$ cat config.mk
export PLATFORM = sky130hd
export DESIGN_NAME = text_word_statistics
export DESIGN_NICKNAME = d
export VERILOG_FILES = /design/src/rtl/core/tws_pkg.sv /design/src/rtl/core/text_word_statistics.sv /design/src/rtl/core/tws_ctrl.sv /design/src/rtl/core/tws_datapath.sv
export VERILOG_INCLUDE_DIRS = /design/src /design/src/rtl/core
export SDC_FILE = /design/constraint.sdc
export NUM_CORES = 1
export LEC_CHECK = 0
export ABC_AREA = 1
export BUFFER_PORTS_ARGS = -buffer_cell sky130_fd_sc_hd__buf_4
export CORE_MARGIN = 2
export CORE_UTILIZATION = 50
export CTS_BUF_LIST = sky130_fd_sc_hd__clkbuf_8
export CTS_CLUSTER_DIAMETER = 60
export DETAILED_ROUTE_END_ITERATION = 6
export GPL_TIMING_DRIVEN = 0
export MAX_ROUTING_LAYER = met4
export PLACE_DENSITY = 0.77
export RECOVER_POWER = 25
export SLEW_MARGIN = 20
export SYNTH_ARGS = -nofsm -noshare
export SYNTH_HDL_FRONTEND = slang
export SYNTH_SLANG_ARGS = --single-unit
$ cat constraint.sdc
create_clock -name clk -period 4.25 [get_ports clk]
set_input_delay 0 -clock clk [delete_from_list [all_inputs] [get_ports clk]]
set_output_delay 0 -clock clk [all_outputs]
set_load 0.02 [all_outputs]
$ cat src/rtl/core/assert_macros.svh
// ----------------------------------------------------------------------------
// Assertion macros
// Shared wrappers for the concurrent assertions of the RTL, clocked on clk and
// disabled while rst_n is low.
// ----------------------------------------------------------------------------
`ifndef ASSERT_MACROS_SVH
`define ASSERT_MACROS_SVH

// The property must hold at every clock edge out of reset.
`define ASSERT_PROP(label, prop, msg) \
    label: assert property (@(posedge clk) disable iff (!rst_n) prop) \
        else $error(msg);

// The expression must never be true at a clock edge out of reset.
`define ASSERT_NEVER(label, expr, msg) \
    label: assert property (@(posedge clk) disable iff (!rst_n) !(expr)) \
        else $error(msg);

`endif

$ cat src/rtl/core/tws_pkg.sv
// ----------------------------------------------------------------------------
// tws_pkg
// Constants, byte classes and the command, status and result types shared by
// the word statistics controller, datapath and top level.
// ----------------------------------------------------------------------------
package tws_pkg;

    localparam int MAX_WORD_CHARS = 32;
    localparam int IDX_W          = $clog2(MAX_WORD_CHARS);
    localparam int CNT_W          = $clog2(MAX_WORD_CHARS + 1);
    localparam int ADDR_W         = IDX_W + 1;
    localparam int MEM_DEPTH      = 2 ** ADDR_W;

    localparam logic [7:0] CH_PERIOD = 8'h2E;
    localparam logic [7:0] CH_EXCL   = 8'h21;
    localparam logic [7:0] CH_QUERY  = 8'h3F;
    localparam logic [7:0] CH_COMMA  = 8'h2C;

    typedef struct packed {
        logic accept;
        logic close;
        logic fetch;
        logic step;
        logic clear;
    } tws_cmd_t;

    typedef struct packed {
        logic done;
    } tws_status_t;

    typedef struct packed {
        logic [31:0] word_total;
        logic [31:0] letter_total;
        logic [7:0]  longest_length;
        logic [7:0]  longest_char;
        logic        char_valid;
        logic        last_result;
    } tws_result_t;

    function automatic logic is_space(input logic [7:0] b);
        return (b == 8'd32) || ((b >= 8'd9) && (b <= 8'd13));
    endfunction

    function automatic logic is_digit(input logic [7:0] b);
        return (b >= 8'd48) && (b <= 8'd57);
    endfunction

    function automatic logic is_alpha(input logic [7:0] b);
        return ((b >= 8'd65) && (b <= 8'd90)) || ((b >= 8'd97) && (b <= 8'd122));
    endfunction

    function automatic logic is_punct(input logic [7:0] b);
        return ((b >= 8'd33) && (b <= 8'd47)) || ((b >= 8'd58) && (b <= 8'd64)) ||
               ((b >= 8'd91) && (b <= 8'd96)) || ((b >= 8'd123) && (b <= 8'd126));
    endfunction

    function automatic logic is_stop(input logic [7:0] b);
        return (b == CH_PERIOD) || (b == CH_EXCL) || (b == CH_QUERY) || (b == CH_COMMA);
    endfunction

    function automatic logic [7:0] sat_inc8(input logic [7:0] v);
        return (v == 8'hFF) ? v : v + 8'd1;
    endfunction

endpackage

$ cat src/rtl/core/text_word_statistics.sv
// ----------------------------------------------------------------------------
// text_word_statistics
// Word count, letter total and longest word over a text byte stream.
// ----------------------------------------------------------------------------
// One text byte is taken per clock cycle while s_axis_tready is high, which
// it is whenever no word is being closed and no readout is running. After
// the byte marked by tlast the block closes the open word and then sends
// one result per stored character of the longest word (a single result if
// no word was kept). Each result is a read of the word memory and then the
// transfer, which m_axis_tready can hold back; s_axis_tready stays low
// until the final result has been taken. The word memory has two banks of
// MAX_WORD_CHARS bytes. The average word length is letter_total / word_total.
// ----------------------------------------------------------------------------
module text_word_statistics
(
    input  logic        clk,
    input  logic        rst_n,
    input  logic        s_axis_tvalid,
    output logic        s_axis_tready,
    input  logic [7:0]  s_axis_tdata,   // char_code
    input  logic        s_axis_tlast,   // end_of_text
    output logic        m_axis_tvalid,
    input  logic        m_axis_tready,
    output logic [79:0] m_axis_tdata,   // word_total, letter_total, longest_length,
                                        // longest_char
    output logic        m_axis_tuser,   // char_valid
    output logic        m_axis_tlast    // last_result
);
    import tws_pkg::*;
    `include "assert_macros.svh"

    tws_cmd_t    cmd;
    tws_status_t status;
    tws_result_t result;

    tws_ctrl u_ctrl
    (
        .clk       (clk),
        .rst_n     (rst_n),
        .in_valid  (s_axis_tvalid),
        .in_last   (s_axis_tlast),
        .in_ready  (s_axis_tready),
        .out_valid (m_axis_tvalid),
        .out_ready (m_axis_tready),
        .cmd       (cmd),
        .status    (status)
    );

    tws_datapath u_datapath
    (
        .clk       (clk),
        .rst_n     (rst_n),
        .cmd       (cmd),
        .char_code (s_axis_tdata),
        .status    (status),
        .result    (result)
    );

    assign m_axis_tdata = {result.longest_char, result.longest_length,
                           result.letter_total, result.word_total};
    assign m_axis_tuser = result.char_valid;
    assign m_axis_tlast = result.last_result;

    `ASSERT_PROP(a_empty_single, (m_axis_tvalid && !m_axis_tuser) |-> m_axis_tlast, "Empty result is not the only result.")
    `ASSERT_PROP(a_valid_matches_len, m_axis_tvalid |-> (m_axis_tuser == (m_axis_tdata[71:64] != 8'd0)), "Character flag disagrees with the longest length.")

endmodule

$ cat src/rtl/core/tws_ctrl.sv
// ----------------------------------------------------------------------------
// tws_ctrl
// Controller of the word statistics block: takes text bytes, closes the run
// after the last byte and sequences the readout of the longest word.
// ----------------------------------------------------------------------------
module tws_ctrl
(
    input  logic                 clk,
    input  logic                 rst_n,
    input  logic                 in_valid,
    input  logic                 in_last,
    output logic                 in_ready,
    output logic                 out_valid,
    input  logic                 out_ready,
    output tws_pkg::tws_cmd_t    cmd,
    input  tws_pkg::tws_status_t status
);
    import tws_pkg::*;
    `include "assert_macros.svh"

    localparam logic [1:0] ST_IDLE  = 2'd0;
    localparam logic [1:0] ST_CLOSE = 2'd1;
    localparam logic [1:0] ST_FETCH = 2'd2;
    localparam logic [1:0] ST_SEND  = 2'd3;

    logic [1:0] state_reg;
    logic [1:0] state_next;

    always_ff @(posedge clk or negedge rst_n)
    begin
        if (!rst_n)
        begin
            state_reg <= ST_IDLE;
        end
        else
        begin
            state_reg <= state_next;
        end
    end

    always_comb
    begin
        state_next = state_reg;
        in_ready   = 1'b0;
        out_valid  = 1'b0;
        cmd        = '0;
        unique case (state_reg)
            ST_IDLE:
            begin
                in_ready   = 1'b1;
                cmd.accept = in_valid;
                if (in_valid && in_last)
                begin
                    state_next = ST_CLOSE;
                end
            end
            ST_CLOSE:
            begin
                cmd.close  = 1'b1;
                state_next = ST_FETCH;
            end
            ST_FETCH:
            begin
                cmd.fetch  = 1'b1;
                state_next = ST_SEND;
            end
            ST_SEND:
            begin
                out_valid = 1'b1;
                if (out_ready)
                begin
                    if (status.done)
                    begin
                        cmd.clear  = 1'b1;
                        state_next = ST_IDLE;
                    end
                    else
                    begin
                        cmd.step   = 1'b1;
                        state_next = ST_FETCH;
                    end
                end
            end
            default:
            begin
                state_next = ST_IDLE;
            end
        endcase
    end

    `ASSERT_PROP(a_close_after_last, (in_valid && in_ready && in_last) |=> (state_reg == ST_CLOSE), "Last byte was not followed by the closing cycle.")
    `ASSERT_NEVER(a_no_take_in_readout, in_ready && out_valid, "Input taken during readout.")

endmodule

$ cat src/rtl/core/tws_datapath.sv
// ----------------------------------------------------------------------------
// tws_datapath
// Word state, statistics counters and the two-bank word memory. One bank
// collects the current word while the other holds the longest word so far;
// a new longest word swaps the banks.
// ----------------------------------------------------------------------------
module tws_datapath
(
    input  logic                 clk,
    input  logic                 rst_n,
    input  tws_pkg::tws_cmd_t    cmd,
    input  logic [7:0]           char_code,
    output tws_pkg::tws_status_t status,
    output tws_pkg::tws_result_t result
);
    import tws_pkg::*;
    `include "assert_macros.svh"

    logic             digit_reg, digit_next;
    logic             open_reg, open_next;
    logic             held_reg, held_next;
    logic [7:0]       len_reg, len_next;
    logic [7:0]       best_reg, best_next;
    logic [31:0]      words_reg, words_next;
    logic [31:0]      letters_reg, letters_next;
    logic             bank_reg, bank_next;
    logic [IDX_W-1:0] rd_idx_reg, rd_idx_next;
    logic [7:0]       rd_data_reg;
    logic [7:0]       mem [MEM_DEPTH];

    logic             b_space, b_digit, b_alpha, b_punct, b_stop;
    logic             held_app, end_now, close_word, keep;
    logic [7:0]       len_held;
    logic [32:0]      letters_sum;
    logic             wr_en;
    logic [7:0]       wr_pos;
    logic [CNT_W-1:0] n_chars;
    logic             last_char;

    assign b_space  = is_space(char_code);
    assign b_digit  = is_digit(char_code);
    assign b_alpha  = is_alpha(char_code);
    assign b_punct  = is_punct(char_code);
    assign b_stop   = is_stop(char_code);

    assign held_app    = held_reg && !(b_space || b_punct);
    assign len_held    = held_app ? sat_inc8(len_reg) : len_reg;
    assign end_now     = b_space || (b_punct && (held_reg || b_stop || !open_reg));
    assign close_word  = cmd.close || (cmd.accept && end_now);
    assign keep        = open_reg && !digit_reg;
    assign letters_sum = {1'b0, letters_reg} + {25'd0, len_reg};

    always_comb
    begin
        digit_next   = digit_reg;
        open_next    = open_reg;
        held_next    = held_reg;
        len_next     = len_reg;
        best_next    = best_reg;
        words_next   = words_reg;
        letters_next = letters_reg;
        bank_next    = bank_reg;
        wr_en        = 1'b0;
        wr_pos       = len_reg;
        if (cmd.clear)
        begin
            digit_next   = 1'b0;
            open_next    = 1'b0;
            held_next    = 1'b0;
            len_next     = 8'd0;
            best_next    = 8'd0;
            words_next   = 32'd0;
            letters_next = 32'd0;
        end
        else if (close_word)
        begin
            if (keep)
            begin
                if (words_reg != 32'hFFFF_FFFF)
                begin
                    words_next = words_reg + 32'd1;
                end
                letters_next = letters_sum[32] ? 32'hFFFF_FFFF : letters_sum[31:0];
                if (len_reg > best_reg)
                begin
                    best_next = len_reg;
                    bank_next = ~bank_reg;
                end
            end
            digit_next = 1'b0;
            open_next  = 1'b0;
            held_next  = 1'b0;
            len_next   = 8'd0;
        end
        else if (cmd.accept)
        begin
            held_next = 1'b0;
            len_next  = len_held;
            if (b_digit)
            begin
                digit_next = 1'b1;
            end
            else if (b_alpha)
            begin
                open_next = 1'b1;
                wr_pos    = len_held;
                wr_en     = len_held < 8'(MAX_WORD_CHARS);
                len_next  = sat_inc8(len_held);
            end
            else if (b_punct)
            begin
                held_next = 1'b1;
                wr_en     = len_reg < 8'(MAX_WORD_CHARS);
            end
        end
    end

    always_comb
    begin
        rd_idx_next = rd_idx_reg;
        if (cmd.clear)
        begin
            rd_idx_next = '0;
        end
        else if (cmd.step)
        begin
            rd_idx_next = rd_idx_reg + IDX_W'(1);
        end
    end

    always_ff @(posedge clk or negedge rst_n)
    begin
        if (!rst_n)
        begin
            digit_reg   <= 1'b0;
            open_reg    <= 1'b0;
            held_reg    <= 1'b0;
            len_reg     <= 8'd0;
            best_reg    <= 8'd0;
            words_reg   <= 32'd0;
            letters_reg <= 32'd0;
            bank_reg    <= 1'b0;
            rd_idx_reg  <= '0;
        end
        else
        begin
            digit_reg   <= digit_next;
            open_reg    <= open_next;
            held_reg    <= held_next;
            len_reg     <= len_next;
            best_reg    <= best_next;
            words_reg   <= words_next;
            letters_reg <= letters_next;
            bank_reg    <= bank_next;
            rd_idx_reg  <= rd_idx_next;
        end
    end

    always_ff @(posedge clk)
    begin
        if (wr_en)
        begin
            mem[{bank_reg, wr_pos[IDX_W-1:0]}] <= char_code;
        end
        if (cmd.fetch)
        begin
            rd_data_reg <= mem[{~bank_reg, rd_idx_reg}];
        end
    end

    assign n_chars   = (best_reg < 8'(MAX_WORD_CHARS)) ? best_reg[CNT_W-1:0]
                                                        : CNT_W'(MAX_WORD_CHARS);
    assign last_char = (n_chars == '0) ||
                       ((CNT_W'(rd_idx_reg) + CNT_W'(1)) == n_chars);

    assign status.done           = last_char;
    assign result.word_total     = words_reg;
    assign result.letter_total   = letters_reg;
    assign result.longest_length = best_reg;
    assign result.char_valid     = (n_chars != '0);
    assign result.longest_char   = (n_chars != '0) ? rd_data_reg : 8'd0;
    assign result.last_result    = last_char;

    `ASSERT_PROP(a_held_in_word, held_reg |-> open_reg, "Punctuation held outside an open word.")
    `ASSERT_PROP(a_len_idle_zero, !open_reg |-> (len_reg == 8'd0), "Word length not zero between words.")

endmodule
Word level (Yosys, flattened, before mapping)
Memory sizes are Yosys's and may differ from the RTL's. A register that Yosys moved wholly into a read port is not among the register bits.
Index checks and enable logic that the tools add are counted.

storage, ports and cells
  RAM bits = 512
  logic and storage cells = 167
  bits of input ports = 13
  output and inout bits = 84
  memories kept = 1
  bits in registers = 91

memory list
  memory          depth  width  rd ports  clocked after Yosys merged registers in  write ports  line                RTL
  u_datapath.mem  64     8      1         1                                        1            tws_datapath.sv:29  logic [7:0] mem [MEM_DEPTH];

operators by class
  bitwise gates (word level) = 2
  order comparisons = 20
  reductions and logical operators = 48
  muxes and demuxes = 65
  add/sub/neg operators = 6
  equal/unequal tests = 15

operator list
  operator                 count
  $mux W32                 8
  $mux W8                  13
  $eq A8 B6 Y1 const B     5
  $le A8 B7 Y1 const B     5
  $mux W5                  7
  $add A32 B8 Y33          1
  $add A32 B1 Y32 const B  1
  $ge A8 B7 Y1 const B     4
  $ne A32 B32 Y1 const B   1
  $mux W1                  30
  $ge A8 B6 Y1 const B     3
  $lt A8 B6 Y1 const B     3
  $add A8 B1 Y8 const B    2
  $eq A8 B8 Y1 const B     2
  $le A8 B6 Y1 const B     2
  $logic_or A1 B1 Y1       14
  $logic_and A1 B1 Y1      13
  $mux W2                  5
  $reduce_bool A2 Y1       5
  $reduce_and A3 Y1        3
  $reduce_bool A3 Y1       3
  $ge A8 B4 Y1 const B     1
  $gt A8 B8 Y1             1
  $le A8 B4 Y1 const B     1
  other kinds (17)         23

Logic depth before layout (Yosys ltp)
  depth after elaboration = 17
  mapped depth = 19
  gate-level depth less buffers = 19

Modules after synthesis
Synthesis repeated with hierarchy kept, for this count alone.

unflattened totals
  cells, all modules = 2348
  area total of the unflattened synthesis = 26793.2 um2

modules (own cells, without submodules)
  module        seq. area each (um2)  instances  area an instance (um2)  cells each
  tws_datapath  17842.1               1          26655.6                 2328
  tws_ctrl      50.0                  1          137.6                   20

Worst setup path after synthesis
OpenSTA, ideal clock, no wires.

  path type = register to register
  start point = reg u_datapath.best_reg[7]
  end point = mem u_datapath.mem[18][0] (enable)
  buffers on the path = 0
  data arrival time = 2.543 ns
  data required time = 3.880 ns
  library setup time = 0.370 ns
  clock period less this slack = 2.914 ns
  setup slack = 1.336 ns
  cell stages (with the launch flop) = 14
  path through = dfrtp_1 > inv_1 > nand3_1 > inv_1 > nand2_1 > nand3_1 > nand2_2 > nand2_4 > nand3_4 > nor2_8 > inv_2 > a21oi_2 > nand2_2 > nor2_1

between the ends
  cells in the longest elaborated chain, start to end = 10
  elaborated cells on any way between the ends = 12
  classes of those cells = order compare (1); eq/ne (1); mux (8); reduce/logical (2)

ends and longest elaborated chain
  what                                              line                                      RTL
  start: declaration                                tws_datapath.sv:23                        logic [7:0] best_reg, best_next;
  start signal: assignment                          tws_datapath.sv:151                       best_reg <= best_next;
  $lt A8 B6 Y1 *                                    tws_datapath.sv:171                       assign n_chars = (best_reg < 8'(MAX_WORD_CHARS)) ? best_reg[CNT_W-1:0]
  $mux W6 *                                         tws_datapath.sv:171
  $eq A6 B6 Y1 or $logic_not A6 Y1 (tied branches)  tws_datapath.sv:174, tws_datapath.sv:173
  $logic_or A1 B1 Y1 *                              tws_datapath.sv:173                       assign last_char = (n_chars == '0) ||
  named net m_axis_tlast                            text_word_statistics.sv:27                output logic m_axis_tlast
  $mux W1 *                                         tws_ctrl.sv:72                            if (status.done)
  $mux W2 *                                         tws_ctrl.sv:70                            if (out_ready)
  $mux W2 *                                         tws_ctrl.sv:47                            unique case (state_reg)
  $mux W1                                           tws_datapath.sv:65                        if (cmd.clear)
  $mux W1                                           tws_datapath.sv:161                       if (wr_en)
  $mux W1 (implied by the code)                     tws_datapath.sv:163                       mem[{bank_reg, wr_pos[IDX_W-1:0]}] <= char_code;
  end: declaration                                  tws_datapath.sv:29

Mark *: on every way through the listed nets, which the timed path passes. The rest lies on a longest branch.

Worst setup path in the final report
  start point = reg u_datapath.rd_idx_reg[3]
  end point = mem u_datapath.mem[15][6] (enable)

between the ends
  cells in the longest elaborated chain, start to end = 9
  elaborated cells on any way between the ends = 10
  classes of those cells = add/sub (1); eq/ne (1); mux (7); reduce/logical (1)

ends and longest elaborated chain
  what                           line                 RTL
  start: declaration             tws_datapath.sv:27   logic [IDX_W-1:0] rd_idx_reg, rd_idx_next;
  start signal: assignment       tws_datapath.sv:155  rd_idx_reg <= rd_idx_next;
  $add A5 B1 Y6 *                tws_datapath.sv:174  ((CNT_W'(rd_idx_reg) + CNT_W'(1)) == n_chars);
  $eq A6 B6 Y1 *                 tws_datapath.sv:174
  $logic_or A1 B1 Y1 *           tws_datapath.sv:173
  $mux W1 *                      tws_ctrl.sv:72
  $mux W2 *                      tws_ctrl.sv:70
  $mux W2 *                      tws_ctrl.sv:47
  $mux W1                        tws_datapath.sv:65
  $mux W1                        tws_datapath.sv:161
  $mux W1 (implied by the code)  tws_datapath.sv:163

Every way passes the cells marked *; elsewhere a longest branch is shown, timed or not.

==> metrics.cfg <==
[sta]
hold_violations = 0
fin_ws_ns = 0.02174
period_minus_slack_ns = 4.228
fin_skew_ns = 0.04075
fmax_mhz = 236.5
timing.final.crit_share_pct = 99.49
fin_setup_tns_ns = 0
setup_viol = 0
slew_headroom_pct = 16.96
rsz0062_at_grt = no
tightest_slew_ns = 1.241
worst_hold_slack_ns = 0.2528
slew_viol_final = 0

[placement]
portBuffers = 96
dpl_worst_slack_ns = 0.2500
placed_cells = 3119
placed_area_um2 = 28470
hpwl_um = 55030
finalWeightedCongestion = 0.9707

[synth]
synth_top_cell_by_area = edfxtp_1
synthesis.nets = 2369
async_flop_share_pct = 14.89
synth.distinct_cells = 58
yosysMostFrequentCell = edfxtp_1
synth_top_area_share_pct = 58.08
netlist_instances = 2335
synth_warnings = 0
syn_area_um2 = 26890
synth-edff-count = 520
synth_common_cells = edfxtp_1 (520), nand2_1 (383), a21oi_1 (286)
ys_seq_elements = 611
synth.yosys.seq_area_share_pct = 66.55
synthFlopType = edfxtp_1
avgSynthCellArea_um2 = 11.51
synth_area_leaders = edfxtp_1 (58%), dfrtp_1 (8.5%), nand2_1 (5.3%)

[clocking]
htree_num_levels = 3
clk_pin_slew_ns = 0.07
cts_tree = built
cts_buffers = 98
max-clock-path-buffers = 3
clkLatencyLatePin_ns = 0.71
cts_sinks = 611
root_buffer = clkbuf_8
cts_resized = 0

[finish]
drive_above_1_share_pct = 12.17
final_cells = 3310
design_area_um2 = 30580
nFillCells = 4235
layout.nets = 2580
final_util_pct = 57.84
largest_register_ffs = 512
area_delta_synth_final_pct = 13.72

[worst_setup_path]
worstSetupStartpointType = register
required_ns = 4.56
worstSetupPathType = reg -> reg
critPathArrivalTime_ns = 4.53
cp-end-kind = register
path_max_fanout = 8
reg2reg_slack_ns = 0.02

[status]
outcome = completed

[detailed_routing]
drtAntennaViolNets = 0
viasPerCell = 6.240
drcViolationCount = 0
routedWlPerCell_um = 25.26
wl_um = 83620
drtIter0Drc = 2736
vias = 20650
first_pass_iters = 7

[power]
p_int_mw = 10.43
finalPower_mw = 15.97
seqPwrFrac_pct = 41.7
p_leak_nw = 11.25
p_comb_share_pct = 26.3
power.density_nw_per_um2 = 522.4
p_switching_mw = 5.539
vdd_drop_max_mv = 0.2909
swShare_pct = 34.68
clkPwrFrac_pct = 32.0

[die]
chipHeight_um = 235.9
start_util_pct = 50.86
rows = 84
fp.dieW_um = 235.9
fp.dieArea_um2 = 55640
core_area_um2 = 52870
ioPinCount = 97

[global_routing]
grt_max_degree = 82
grt_pass1_wl_um = 123500
grt_usage_pct = 30.59
grt_overflow = 0
grt_pass1_vias = 19920
antenna_found_initial = 1

[worst_hold_path]
hold_class = in -> reg

[flow_run]
cap_violations = 0

==> power groups by stage <==
stage / Sequential (mW) / Combinational [mW] / Clock [mW]
after floorplan: 6.78 / 2.22 / 0
after global placement: 6.78 / 3.87 / 0
after detailed placement: 6.79 / 3.96 / 0
after CTS: 6.66 / 3.99 / 5.12
after global routing: 6.67 / 4.36 / 5.37
final: 6.67 / 4.20 / 5.11
==> final timing paths <==
path                                           start                         end  depth (start not counted)
setup / recovery            u_datapath.rd_idx_reg[3]       u_datapath.mem[15][6]                         12
hold / removal                         m_axis_tready    u_datapath.rd_idx_reg[1]                          5
setup reg to reg            u_datapath.rd_idx_reg[3]       u_datapath.mem[15][6]                         12
hold reg to reg            u_datapath.letters_reg[6]   u_datapath.letters_reg[6]                          1
max in group asynchronous                      rst_n  u_datapath.letters_reg[29]                          4
min in group asynchronous                      rst_n         u_datapath.bank_reg                          3
==> final cells by class <==
class                      instances  area, µm²  area share, %
clock inverter                    71      510.5          1.670
buffer                           118      513.0          1.678
timing repair buffer             111      884.6          2.893
antenna                            1      2.502       0.008184
inverter                         137      514.2          1.682
sequential                       611      17890          58.52
multi-input combinational       1469       7966          26.05
tap                              688      860.8          2.815
clock buffer                     104       1431          4.681
==> metal layers <==
| metal | routed length [µm] | up-vias | track usage [%] |
|---|---|---|---|
| met1 | 30630 | 9916 | 38.35 |
| met5 | 0 | - | - |
| met3 | 10130 | 268 | 7.934 |
| li1 | - | 9009 | - |
| met2 | 38430 | 1461 | 46.62 |
| met4 | 4439 | 0 | 14.48 |
==> logic make-up after synthesis <==
| logic type | share of synthesized area [%] |
|---|---|
| AO/OA/AOI/OAI | 13.17 |
| XOR/XNOR | 1.661 |
| adder cells (fa/ha/maj) | 1.005 |
| buffers and inverters | 3.821 |
| flip-flops | 66.55 |
| AND/OR/NAND/NOR | 13.79 |
==> placed cells by master, fill, tap and decap left out, types with 20 or more instances in the layout <==
master,n
nand2_1,383
a21oi_1,286
ha_1,20
nor3_1,29
o21ai_0,118
o221ai_1,128
inv_1,150
nor2_1,169
xor2_1,44
clkinv_1,23
buf_4,96
nand4_1,25
dfrtp_1,91
edfxtp_1,520
nand3_1,138
clkbuf_1,93
clkbuf_8,104
==> repair_timing <==
item	in CTS	in global routing
hold buffers	15	0
buffers inserted	0	0
endpoints found under the hold margin	612	0
==> worst max-delay path: stages, from the launching register on <==
cell and delay, ns:
dfrtp_1 0.66, inv_1 0.30, o21ai_1 0.25, nand2_1 0.16
xnor2_1 0.16, nor2_1 0.06, nand3_1 0.10, nand2_2 0.10
nand2_4 0.17, nand3_4 0.16, nor2_8 0.24, nand4_2 0.45
nor2_1 0.99
Note: power is estimated with default switching activity, not from simulation.
